<file path="config.mk">
export PLATFORM = sky130hd
export DESIGN_NAME = scan_polar_to_cartesian_gate
export DESIGN_NICKNAME = d
export VERILOG_FILES = /design/src/design/spcg_pkg.sv /design/src/design/scan_polar_to_cartesian_gate.sv /design/src/design/spcg_ctrl.sv /design/src/design/spcg_dp.sv
export SDC_FILE = /design/constraint.sdc
export NUM_CORES = 2
export LEC_CHECK = 0
export BUFFER_PORTS_ARGS = -buffer_cell sky130_fd_sc_hd__buf_2
export CORE_MARGIN = 1
export CORE_UTILIZATION = 59
export CTS_CLUSTER_DIAMETER = 150
export DETAILED_ROUTE_END_ITERATION = 8
export PLACE_DENSITY = 0.79
export SYNTH_ARGS = -nofsm -noshare
export SYNTH_HDL_FRONTEND = slang
export SYNTH_SLANG_ARGS = --single-unit
</file>
<file path="constraint.sdc">
create_clock -name clk -period 5.99 [get_ports clk]
set_input_delay 0.2995 -clock clk [delete_from_list [all_inputs] [get_ports clk]]
set_output_delay 0.2995 -clock clk [all_outputs]
set_load 0.03 [all_outputs]
</file>
<file path="src/design/spcg_pkg.sv">
// shared types, constants and the cordic arctangent table of the scan gate
// no dependencies; used by the controller, datapath and top level
package spcg_pkg;

  // scan geometry and cordic limits
  localparam int EDGE_MARGIN      = 16;
  localparam int MAX_BEAMS        = 4096;
  localparam int CORDIC_STEPS_DEF = 16;
  localparam int ATAN_LEN         = 24;

  // cordic gain compensation, 2^30 scaled
  localparam logic [29:0] GAIN_Q30 = 30'd652032874;

  // output clamp limits
  localparam int X_LIMIT = 66535;
  localparam int Y_LIMIT = 65535;

  // configuration port
  localparam int CFG_INDEX_W = 3;
  localparam int CFG_DATA_W  = 16;

  typedef enum logic [CFG_INDEX_W-1:0] {
    REG_RANGE_LOW  = 3'd0,
    REG_RANGE_HIGH = 3'd1,
    REG_ANGLE_START = 3'd2,
    REG_ANGLE_STEP = 3'd3,
    REG_BEAM_COUNT = 3'd4,
    REG_SENSOR_OFFSET = 3'd5
  } cfg_reg_t;

  // sequencer states
  typedef enum logic [2:0] {
    ST_IDLE,
    ST_PREP,
    ST_INIT,
    ST_ROT,
    ST_QUAD,
    ST_EMIT
  } state_t;

  // commands from the controller to the datapath
  typedef struct packed {
    logic load;
    logic prep;
    logic init;
    logic step;
    logic quad;
    logic emit;
  } dp_cmd_t;

  // arctangent of 2^-i in units of 2^-32 turn
  function automatic logic signed [31:0] atan_turn(input logic [4:0] i);
    logic signed [31:0] v;
    case (i)
      5'd0:  v = 32'sh20000000;
      5'd1:  v = 32'sh12E4051D;
      5'd2:  v = 32'sh09FB385B;
      5'd3:  v = 32'sh051111D4;
      5'd4:  v = 32'sh028B0D43;
      5'd5:  v = 32'sh0145D7E1;
      5'd6:  v = 32'sh00A2F61E;
      5'd7:  v = 32'sh00517C55;
      5'd8:  v = 32'sh0028BE53;
      5'd9:  v = 32'sh00145F2E;
      5'd10: v = 32'sh000A2F98;
      5'd11: v = 32'sh000517CC;
      5'd12: v = 32'sh00028BE6;
      5'd13: v = 32'sh000145F3;
      5'd14: v = 32'sh0000A2F9;
      5'd15: v = 32'sh0000517C;
      5'd16: v = 32'sh000028BE;
      5'd17: v = 32'sh0000145F;
      5'd18: v = 32'sh00000A2F;
      5'd19: v = 32'sh00000517;
      5'd20: v = 32'sh0000028B;
      5'd21: v = 32'sh00000145;
      5'd22: v = 32'sh000000A2;
      5'd23: v = 32'sh00000051;
      default: v = 32'sh00000000;
    endcase
    return v;
  endfunction

endpackage

</file>
<file path="src/design/scan_polar_to_cartesian_gate.sv">
// top level of the scan gate: joins the sequencer and the datapath
// depends on spcg_pkg, spcg_ctrl and spcg_dp
//
// Usage
//   Input channel: one beat per laser sample (range_mm, range_is_nan,
//   beam_index), taken on in_valid high with in_stall low. Output channel:
//   one beat per sample with x_mm, y_mm, point_valid and the nearest-range
//   tracking state after that sample, taken on out_valid high with
//   out_stall low. Registers are written over cfg_valid/cfg_ready with
//   cfg_index and cfg_data; cfg_ready is always high, so a write lands in
//   the cycle it is offered. Write registers only while the block is idle.
//   One cordic micro-rotation per cycle through a single shared shift-add
//   unit. A sample is taken only while the sequencer is idle, so the
//   next one is held off until the current one has been emitted; the
//   iterative cordic sets the rate. A new sample is taken while the
//   previous result still waits in the output register.
//   If the receiver stalls, the finished result is held and the next sample
//   waits at the emit step until the output register is free.
//   Reset clears the sequencer, loads the register defaults and clears the
//   nearest-range tracking (range 65535, beam 0, not found).
module scan_polar_to_cartesian_gate #(
  parameter int CORDIC_STEPS = spcg_pkg::CORDIC_STEPS_DEF
) (
  input  logic                             clk,
  input  logic                             rst,
  input  logic                             in_valid,
  output logic                             in_stall,
  input  logic [15:0]                      range_mm,
  input  logic                             range_is_nan,
  input  logic [11:0]                      beam_index,
  output logic                             out_valid,
  input  logic                             out_stall,
  output logic signed [17:0]               x_mm,
  output logic signed [16:0]               y_mm,
  output logic                             point_valid,
  output logic [15:0]                      nearest_range_mm,
  output logic [11:0]                      nearest_beam,
  output logic                             nearest_found,
  input  logic                             cfg_valid,
  output logic                             cfg_ready,
  input  logic [spcg_pkg::CFG_INDEX_W-1:0] cfg_index,
  input  logic [spcg_pkg::CFG_DATA_W-1:0]  cfg_data
);

  localparam int Steps = (CORDIC_STEPS > spcg_pkg::ATAN_LEN) ? spcg_pkg::ATAN_LEN
                                                            : CORDIC_STEPS;
  localparam int StepW = $clog2(Steps);

  spcg_pkg::dp_cmd_t cmd;
  logic [StepW-1:0]  step_idx;

  // register writes never wait
  assign cfg_ready = 1'b1;

  // sequencer
  spcg_ctrl #(
    .CORDIC_STEPS(CORDIC_STEPS)
  ) u_ctrl (
    .clk      (clk),
    .rst      (rst),
    .in_valid (in_valid),
    .in_stall (in_stall),
    .out_valid(out_valid),
    .out_stall(out_stall),
    .cmd      (cmd),
    .step_idx (step_idx)
  );

  // datapath
  spcg_dp #(
    .CORDIC_STEPS(CORDIC_STEPS)
  ) u_dp (
    .clk             (clk),
    .rst             (rst),
    .cmd             (cmd),
    .step_idx        (step_idx),
    .cfg_wr          (cfg_valid && cfg_ready),
    .cfg_index       (cfg_index),
    .cfg_data        (cfg_data),
    .range_mm        (range_mm),
    .range_is_nan    (range_is_nan),
    .beam_index      (beam_index),
    .x_mm            (x_mm),
    .y_mm            (y_mm),
    .point_valid     (point_valid),
    .nearest_range_mm(nearest_range_mm),
    .nearest_beam    (nearest_beam),
    .nearest_found   (nearest_found)
  );

endmodule

</file>
<file path="src/design/spcg_ctrl.sv">
// sequencer of the scan gate: steps one sample through the datapath
// depends on spcg_pkg for the state and command types
module spcg_ctrl #(
  parameter int CORDIC_STEPS = spcg_pkg::CORDIC_STEPS_DEF,
  localparam int Steps = (CORDIC_STEPS > spcg_pkg::ATAN_LEN) ? spcg_pkg::ATAN_LEN
                                                            : CORDIC_STEPS,
  localparam int StepW = $clog2(Steps)
) (
  input  logic                clk,
  input  logic                rst,
  input  logic                in_valid,
  output logic                in_stall,
  output logic                out_valid,
  input  logic                out_stall,
  output spcg_pkg::dp_cmd_t   cmd,
  output logic [StepW-1:0]    step_idx
);

  localparam logic [StepW-1:0] LastStep = StepW'(Steps - 1);

  spcg_pkg::state_t state, state_next;
  logic             out_free;

  // output register is free when empty or being taken this cycle
  assign out_free = !out_valid || !out_stall;
  assign in_stall = (state != spcg_pkg::ST_IDLE);

  // state register
  always_ff @(posedge clk) begin
    if (rst) begin
      state <= spcg_pkg::ST_IDLE;
    end else begin
      state <= state_next;
    end
  end

  // next state and datapath commands
  always_comb begin
    state_next = state;
    cmd        = '0;
    unique case (state)
      spcg_pkg::ST_IDLE: begin
        if (in_valid) begin
          cmd.load   = 1'b1;
          state_next = spcg_pkg::ST_PREP;
        end
      end
      spcg_pkg::ST_PREP: begin
        cmd.prep   = 1'b1;
        state_next = spcg_pkg::ST_INIT;
      end
      spcg_pkg::ST_INIT: begin
        cmd.init   = 1'b1;
        state_next = spcg_pkg::ST_ROT;
      end
      spcg_pkg::ST_ROT: begin
        cmd.step = 1'b1;
        if (step_idx == LastStep) begin
          state_next = spcg_pkg::ST_QUAD;
        end
      end
      spcg_pkg::ST_QUAD: begin
        cmd.quad   = 1'b1;
        state_next = spcg_pkg::ST_EMIT;
      end
      spcg_pkg::ST_EMIT: begin
        if (out_free) begin
          cmd.emit   = 1'b1;
          state_next = spcg_pkg::ST_IDLE;
        end
      end
      default: begin
        state_next = spcg_pkg::ST_IDLE;
      end
    endcase
  end

  // cordic step counter
  always_ff @(posedge clk) begin
    if (rst) begin
      step_idx <= '0;
    end else if (cmd.init) begin
      step_idx <= '0;
    end else if (cmd.step) begin
      step_idx <= step_idx + StepW'(1);
    end
  end

  // result beat flag
  always_ff @(posedge clk) begin
    if (rst) begin
      out_valid <= 1'b0;
    end else if (cmd.emit) begin
      out_valid <= 1'b1;
    end else if (!out_stall) begin
      out_valid <= 1'b0;
    end
  end

endmodule

</file>
<file path="src/design/spcg_dp.sv">
// datapath of the scan gate: config registers, gating, iterative cordic,
// output clamp and nearest-range tracking; depends on spcg_pkg
module spcg_dp #(
  parameter int CORDIC_STEPS = spcg_pkg::CORDIC_STEPS_DEF,
  localparam int Steps = (CORDIC_STEPS > spcg_pkg::ATAN_LEN) ? spcg_pkg::ATAN_LEN
                                                            : CORDIC_STEPS,
  localparam int StepW = $clog2(Steps)
) (
  input  logic                                clk,
  input  logic                                rst,
  input  spcg_pkg::dp_cmd_t                   cmd,
  input  logic [StepW-1:0]                    step_idx,
  input  logic                                cfg_wr,
  input  logic [spcg_pkg::CFG_INDEX_W-1:0]    cfg_index,
  input  logic [spcg_pkg::CFG_DATA_W-1:0]     cfg_data,
  input  logic [15:0]                         range_mm,
  input  logic                                range_is_nan,
  input  logic [11:0]                         beam_index,
  output logic signed [17:0]                  x_mm,
  output logic signed [16:0]                  y_mm,
  output logic                                point_valid,
  output logic [15:0]                         nearest_range_mm,
  output logic [11:0]                         nearest_beam,
  output logic                                nearest_found
);

  localparam logic [17:0] EdgeMargin = 18'(spcg_pkg::EDGE_MARGIN);
  localparam logic [16:0] MaxBeams   = 17'(spcg_pkg::MAX_BEAMS);
  localparam logic signed [20:0] XLim = 21'(spcg_pkg::X_LIMIT);
  localparam logic signed [20:0] YLim = 21'(spcg_pkg::Y_LIMIT);

  // configuration registers
  logic [15:0]        range_low;
  logic [15:0]        range_high;
  logic [15:0]        angle_start;
  logic [15:0]        angle_step;
  logic [12:0]        beam_count;
  logic signed [10:0] sensor_offset;

  // sample registers
  logic [15:0] samp_range;
  logic        samp_nan;
  logic [11:0] samp_idx;
  logic        samp_valid;
  logic [15:0] angle;
  logic [1:0]  quad;

  // cordic vector
  logic signed [35:0] cx, cy;
  logic signed [31:0] cz;
  logic signed [19:0] xr, yr;

  // tracking state
  logic [15:0] best_range;
  logic [11:0] best_beam;
  logic        best_seen;

  // configuration writes
  always_ff @(posedge clk) begin
    if (rst) begin
      range_low     <= 16'd20;
      range_high    <= 16'd5600;
      angle_start   <= 16'd43691;
      angle_step    <= 16'd96;
      beam_count    <= 13'd682;
      sensor_offset <= 11'sd160;
    end else if (cfg_wr) begin
      unique case (cfg_index)
        spcg_pkg::REG_RANGE_LOW:     range_low     <= cfg_data;
        spcg_pkg::REG_RANGE_HIGH:    range_high    <= cfg_data;
        spcg_pkg::REG_ANGLE_START:   angle_start   <= cfg_data;
        spcg_pkg::REG_ANGLE_STEP:    angle_step    <= cfg_data;
        spcg_pkg::REG_BEAM_COUNT:    beam_count    <= cfg_data[12:0];
        spcg_pkg::REG_SENSOR_OFFSET: sensor_offset <= cfg_data[10:0];
        default: ;
      endcase
    end
  end

  // edge, nan and window gating
  logic [16:0]        beam_lim;
  logic signed [17:0] upper_lim;
  logic [17:0]        idx_ext;
  logic               in_edge;
  logic               valid_c;

  always_comb begin
    beam_lim  = ({4'b0, beam_count} > MaxBeams) ? MaxBeams : {4'b0, beam_count};
    upper_lim = $signed({1'b0, beam_lim}) - $signed(EdgeMargin);
    idx_ext   = {6'b0, samp_idx};
    in_edge   = (idx_ext < EdgeMargin) || ($signed(idx_ext) > upper_lim);
    valid_c   = !in_edge && !samp_nan && (samp_range >= range_low)
                && (samp_range <= range_high);
  end

  // beam angle and gain-scaled start vector
  logic [27:0] angle_prod;
  logic [15:0] angle_c;
  logic [45:0] gain_prod;

  assign angle_prod = 28'(samp_idx) * 28'(angle_step);
  assign angle_c    = angle_start + angle_prod[15:0];
  assign gain_prod  = 46'(samp_range) * 46'(spcg_pkg::GAIN_Q30);

  // quadrant split of the angle
  logic [15:0] qsum;
  logic [15:0] resid;

  assign qsum  = angle + 16'h2000;
  assign resid = angle - {qsum[15:14], 14'b0};

  // one cordic micro-rotation
  logic signed [35:0] dx, dy;
  logic signed [31:0] atan_c;

  assign dx     = cy >>> step_idx;
  assign dy     = cx >>> step_idx;
  assign atan_c = spcg_pkg::atan_turn(5'(step_idx));

  // quadrant rotation and rounding to millimetres
  logic signed [35:0] xq, yq, xq_rnd, yq_rnd;

  always_comb begin
    case (quad)
      2'd1: begin
        xq = -cy;
        yq = cx;
      end
      2'd2: begin
        xq = -cx;
        yq = -cy;
      end
      2'd3: begin
        xq = cy;
        yq = -cx;
      end
      default: begin
        xq = cx;
        yq = cy;
      end
    endcase
    xq_rnd = xq + 36'sd32768;
    yq_rnd = yq + 36'sd32768;
  end

  // offset and clamp
  logic signed [20:0] xs, ys, x_cl, y_cl;

  always_comb begin
    xs = {xr[19], xr} + {{10{sensor_offset[10]}}, sensor_offset};
    ys = {yr[19], yr};
    if (xs > XLim) begin
      x_cl = XLim;
    end else if (xs < -XLim) begin
      x_cl = -XLim;
    end else begin
      x_cl = xs;
    end
    if (ys > YLim) begin
      y_cl = YLim;
    end else if (ys < -YLim) begin
      y_cl = -YLim;
    end else begin
      y_cl = ys;
    end
  end

  // sample and cordic registers
  always_ff @(posedge clk) begin
    if (cmd.load) begin
      samp_range <= range_mm;
      samp_nan   <= range_is_nan;
      samp_idx   <= beam_index;
    end
    if (cmd.prep) begin
      samp_valid <= valid_c;
      angle      <= angle_c;
      cx         <= {4'b0, gain_prod[45:14]};
    end
    if (cmd.init) begin
      quad <= qsum[15:14];
      cy   <= '0;
      cz   <= {resid, 16'h0};
    end
    if (cmd.step) begin
      if (cz >= 0) begin
        cx <= cx - dx;
        cy <= cy + dy;
        cz <= cz - atan_c;
      end else begin
        cx <= cx + dx;
        cy <= cy - dy;
        cz <= cz + atan_c;
      end
    end
    if (cmd.quad) begin
      xr <= xq_rnd[35:16];
      yr <= yq_rnd[35:16];
    end
    if (cmd.emit) begin
      point_valid <= samp_valid;
      x_mm        <= samp_valid ? x_cl[17:0] : '0;
      y_mm        <= samp_valid ? y_cl[16:0] : '0;
    end
  end

  // nearest tracking, restarted at beam zero
  logic [15:0] base_range;
  logic [11:0] base_beam;
  logic        base_seen;
  logic        take;

  always_comb begin
    if (samp_idx == 12'd0) begin
      base_range = 16'hFFFF;
      base_beam  = 12'd0;
      base_seen  = 1'b0;
    end else begin
      base_range = best_range;
      base_beam  = best_beam;
      base_seen  = best_seen;
    end
    take = samp_valid && (!base_seen || (samp_range < base_range));
  end

  always_ff @(posedge clk) begin
    if (rst) begin
      best_range <= 16'hFFFF;
      best_beam  <= 12'd0;
      best_seen  <= 1'b0;
    end else if (cmd.emit) begin
      best_range <= take ? samp_range : base_range;
      best_beam  <= take ? samp_idx : base_beam;
      best_seen  <= take || base_seen;
    end
  end

  assign nearest_range_mm = best_range;
  assign nearest_beam     = best_beam;
  assign nearest_found    = best_seen;

endmodule

</file>
==> summary.txt <==
Global route
  • GR met2 Demand/Resource: 0.566
  • Largest net degree at the start of global routing: 93
  • Total GRT Usage: 0.338
  • Met1 usage: 0.419
  • Gr ovfl total: 0
  • Most Used Layer, Global Route: met2
  • Global-route wire length before repair: 192000 um
  • Initial antenna violation count: 0
  • M3 GR Usage: 0.0562
  • Vias in the first global route: 36300

STA
  • Worst-Margin Slew: 1.11 ns
  • Final worst slack: -0.0769 ns
  • Slew HR: 0.259
  • Setup_tns: -0.264 ns
  • Maximum clock rate: 165 MHz
  • Final slew viol count: 0
  • Clk_skew: 0.0245 ns
  • Period utilization: 1.01
  • Final setup fails: 5
  • Min cycle time layout: 6.07 ns
  • RSZ-0062 raised after global routing: yes
  • Final hold vios: 0

Worst setup path
  • Worst Path Arrival: 6.37 ns
  • FF-to-FF setup slack: -0.08 ns
  • CP max FO: 4
  • Critical path capture point type: register
  • Worst Reg-to-Reg Cells: 25
  • Worst path required time: 6.30 ns
  • CP Buf/Inv Count: 8
  • Crit Reg-Reg Endpoint: u_dp.cx[28]$_DFFE_PP_
  • Slowest cell delay on critical path: 0.55 ns
  • Delay-heaviest family, CP: adder cells
  • R2r startpoint: u_dp.samp_range[11]$_DFFE_PP_
  • Slowest cell on crit path: fa_1
  • Type of origin of the critical path: register
  • Kind of critical path: reg -> reg

Synth
  • Post-synth EDFFs: 228
  • Top cells by area, synth: edfxtp_1, fa_1, ha_1, dfxtp_1, nand2_1
  • Post-Syn Nets: 5314
  • Synth cell types: 102
  • Fraction of registers with async set/reset: 0
  • Post-synth top area cell: edfxtp_1
  • Syn avg cell area: 9.10 um2
  • Cell Area, Synth: 41900 um2
  • Post-synth top cells: nand2_1, inv_1, ha_1
  • Ys Warns: 0
  • Register area share after synthesis: 0.238
  • Synth Flop Type: edfxtp_1
  • Post-Syn Instances: 4599
  • FF+latch count, synth: 383
  • Count leader, synth: nand2_1
  • Synth top area share: 0.164

Placed design
  • Hpwl dp: 94300 um
  • GP Congestion: 1.02
  • Setup WS pre-CTS: -0.239 ns
  • I/O Buffers: 119

Run status
  • Status: finished with violations
  • Failing checks: setup timing

Clock network
  • H-tree levels: 2
  • Skew-Pair Late Insertion Delay: 0.60 ns
  • CTS tree: done
  • CTS max path bufs: 3
  • Inserted Clock Buffers: 43
  • Clock sinks: 383
  • Worst-path clk slew: 0.06 ns
  • Clock root cell: clkbuf_16

Drt
  • Routed via count: 36700
  • Number of nets with antenna violations after routing: 0
  • Remaining DRCs: 0
  • Initial drt markers: 3041
  • TritonRoute pass-1 iters: 8
  • DR WL/cell: 20.7 um
  • Via-to-Cell Ratio: 6.12
  • Final wirelength: 124000 um

Floorplanning
  • Chip width: 268 um
  • Starting density of the core: 0.597
  • Die Area: 72000 um2
  • Ports: 121
  • Placement Rows: 97
  • Die height: 268 um
  • Core box area: 70100 um2

Cells and area
  • Layout cells sized above 1: 0.189
  • # diodes: 0
  • Nets: 5731
  • Filler cells: 5305
  • Final core occ: 0.697
  • Area Overhead vs Synth: 16.8%

Worst hold path
  • Worst hold path class: in -> reg
  • HP Start: cfg_data[15]
  • Hold Path Depth: 3
  • Hold Path End: u_dp.angle_step[15]$_SDFFE_PP0P_

Run
  • Number of max-cap violations: 0
[final cells by class]
type	count	area (um2)	area share
Multi-Input combinational cell	3530	30100	0.616
Sequential cell	383	9960	0.204
Timing Repair Buffer	584	4340	0.0888
Inverter	474	1780	0.0364
Tap cell	940	1180	0.0241
Clock buffer	53	1160	0.0238
Clock inverter	27	339	0.00694
[through the flow]
stage,hold WS [ns],cells,cell area (um2)
floorplan,0.398,4599,41900
global placement,0.442,5819,45700
detailed placement,0.446,5819,45700
CTS,0.0139,5959,48000
global route,0.0263,5991,48900
finish,0.0426,5991,48900
[cell usage in the layout, fill, tap and decap left out, types with 39 or more instances in the layout]
master / n
ha_1: 364
mux2_2: 43
nand2_1: 490
buf_4: 405
o21a_1: 50
buf_2: 119
edfxtp_1: 228
o21ai_0: 165
nor2_1: 280
a21oi_1: 287
inv_1: 452
fa_1: 245
clkbuf_16: 44
o31ai_1: 39
mux4_2: 65
xor2_1: 177
xnor2_1: 191
nand3_1: 49
a21o_1: 110
dfxtp_1: 151
nor3_1: 53
and2_1: 67
mux2i_1: 97
[tightest hold or removal path: stages]
cell	delay (ns)
buf_2	0.16
nand2_1	0.07
a21oi_1	0.05
[sequential cells by signal, summed over array words and instances (netlist names), 13 cells and up]
register	flops
u_dp.cx	36
u_dp.cy	36
u_dp.cz	32
u_dp.atan_c	30
u_dp.xr	20
u_dp.yr	20
u_dp.x_mm	18
u_dp.y_mm	17
u_dp.angle	16
u_dp.angle_start	16
u_dp.angle_step	16
u_dp.nearest_range_mm	16
u_dp.range_high	16
u_dp.range_low	16
u_dp.samp_range	16
u_dp.beam_count	13
[repair_timing]
item | 4_1_cts | 5_1_grt
setup endpoints to repair | 22 | 38
endpoints found under the hold margin | 29 | 0
gates resized for setup | 51 | 153
buffers inserted | 31 | 34
pin swaps | 39 | 83
hold buffers | 29 | 0
[routing by layer]
metal  wire, um  share of wire  vias up
met4       7400          0.060        0
met3       9840          0.080      450
met1      47800           0.39    17600
met5          0              0        -
met2      58700           0.47     1639
li1           -              -    16900
[worst max path at each step]
stage | start | end | cells after the start
5_1_grt | u_dp.samp_range[5]$_DFFE_PP_ | u_dp.cx[31]$_DFFE_PP_ | 23
2_1_floorplan | u_ctrl.step_idx[2]$_SDFFE_PP0P_ | u_dp.cx[30]$_DFFE_PP_ | 29
3_5_place_dp | u_dp.samp_range[4]$_DFFE_PP_ | u_dp.cx[31]$_DFFE_PP_ | 22
6_report | u_dp.samp_range[11]$_DFFE_PP_ | u_dp.cx[28]$_DFFE_PP_ | 25
3_3_place_gp | u_dp.samp_range[4]$_DFFE_PP_ | u_dp.cx[31]$_DFFE_PP_ | 22
4_1_cts | u_dp.samp_range[15]$_DFFE_PP_ | u_dp.cx[20]$_DFFE_PP_ | 21
[cell families after synthesis]
group | synth area share
AND/OR/NAND/NOR | 0.146
flip-flops | 0.238
AO/OA/AOI/OAI | 0.157
buffers and inverters | 0.0643
multiplexers | 0.0707
XOR/XNOR | 0.0787
other | 0.0000896
adder cells (fa/ha/maj) | 0.245
Power is left out: the tool's default activity adds up to more than one toggle a clock period on the data nets, which glitch-free logic cannot reach.
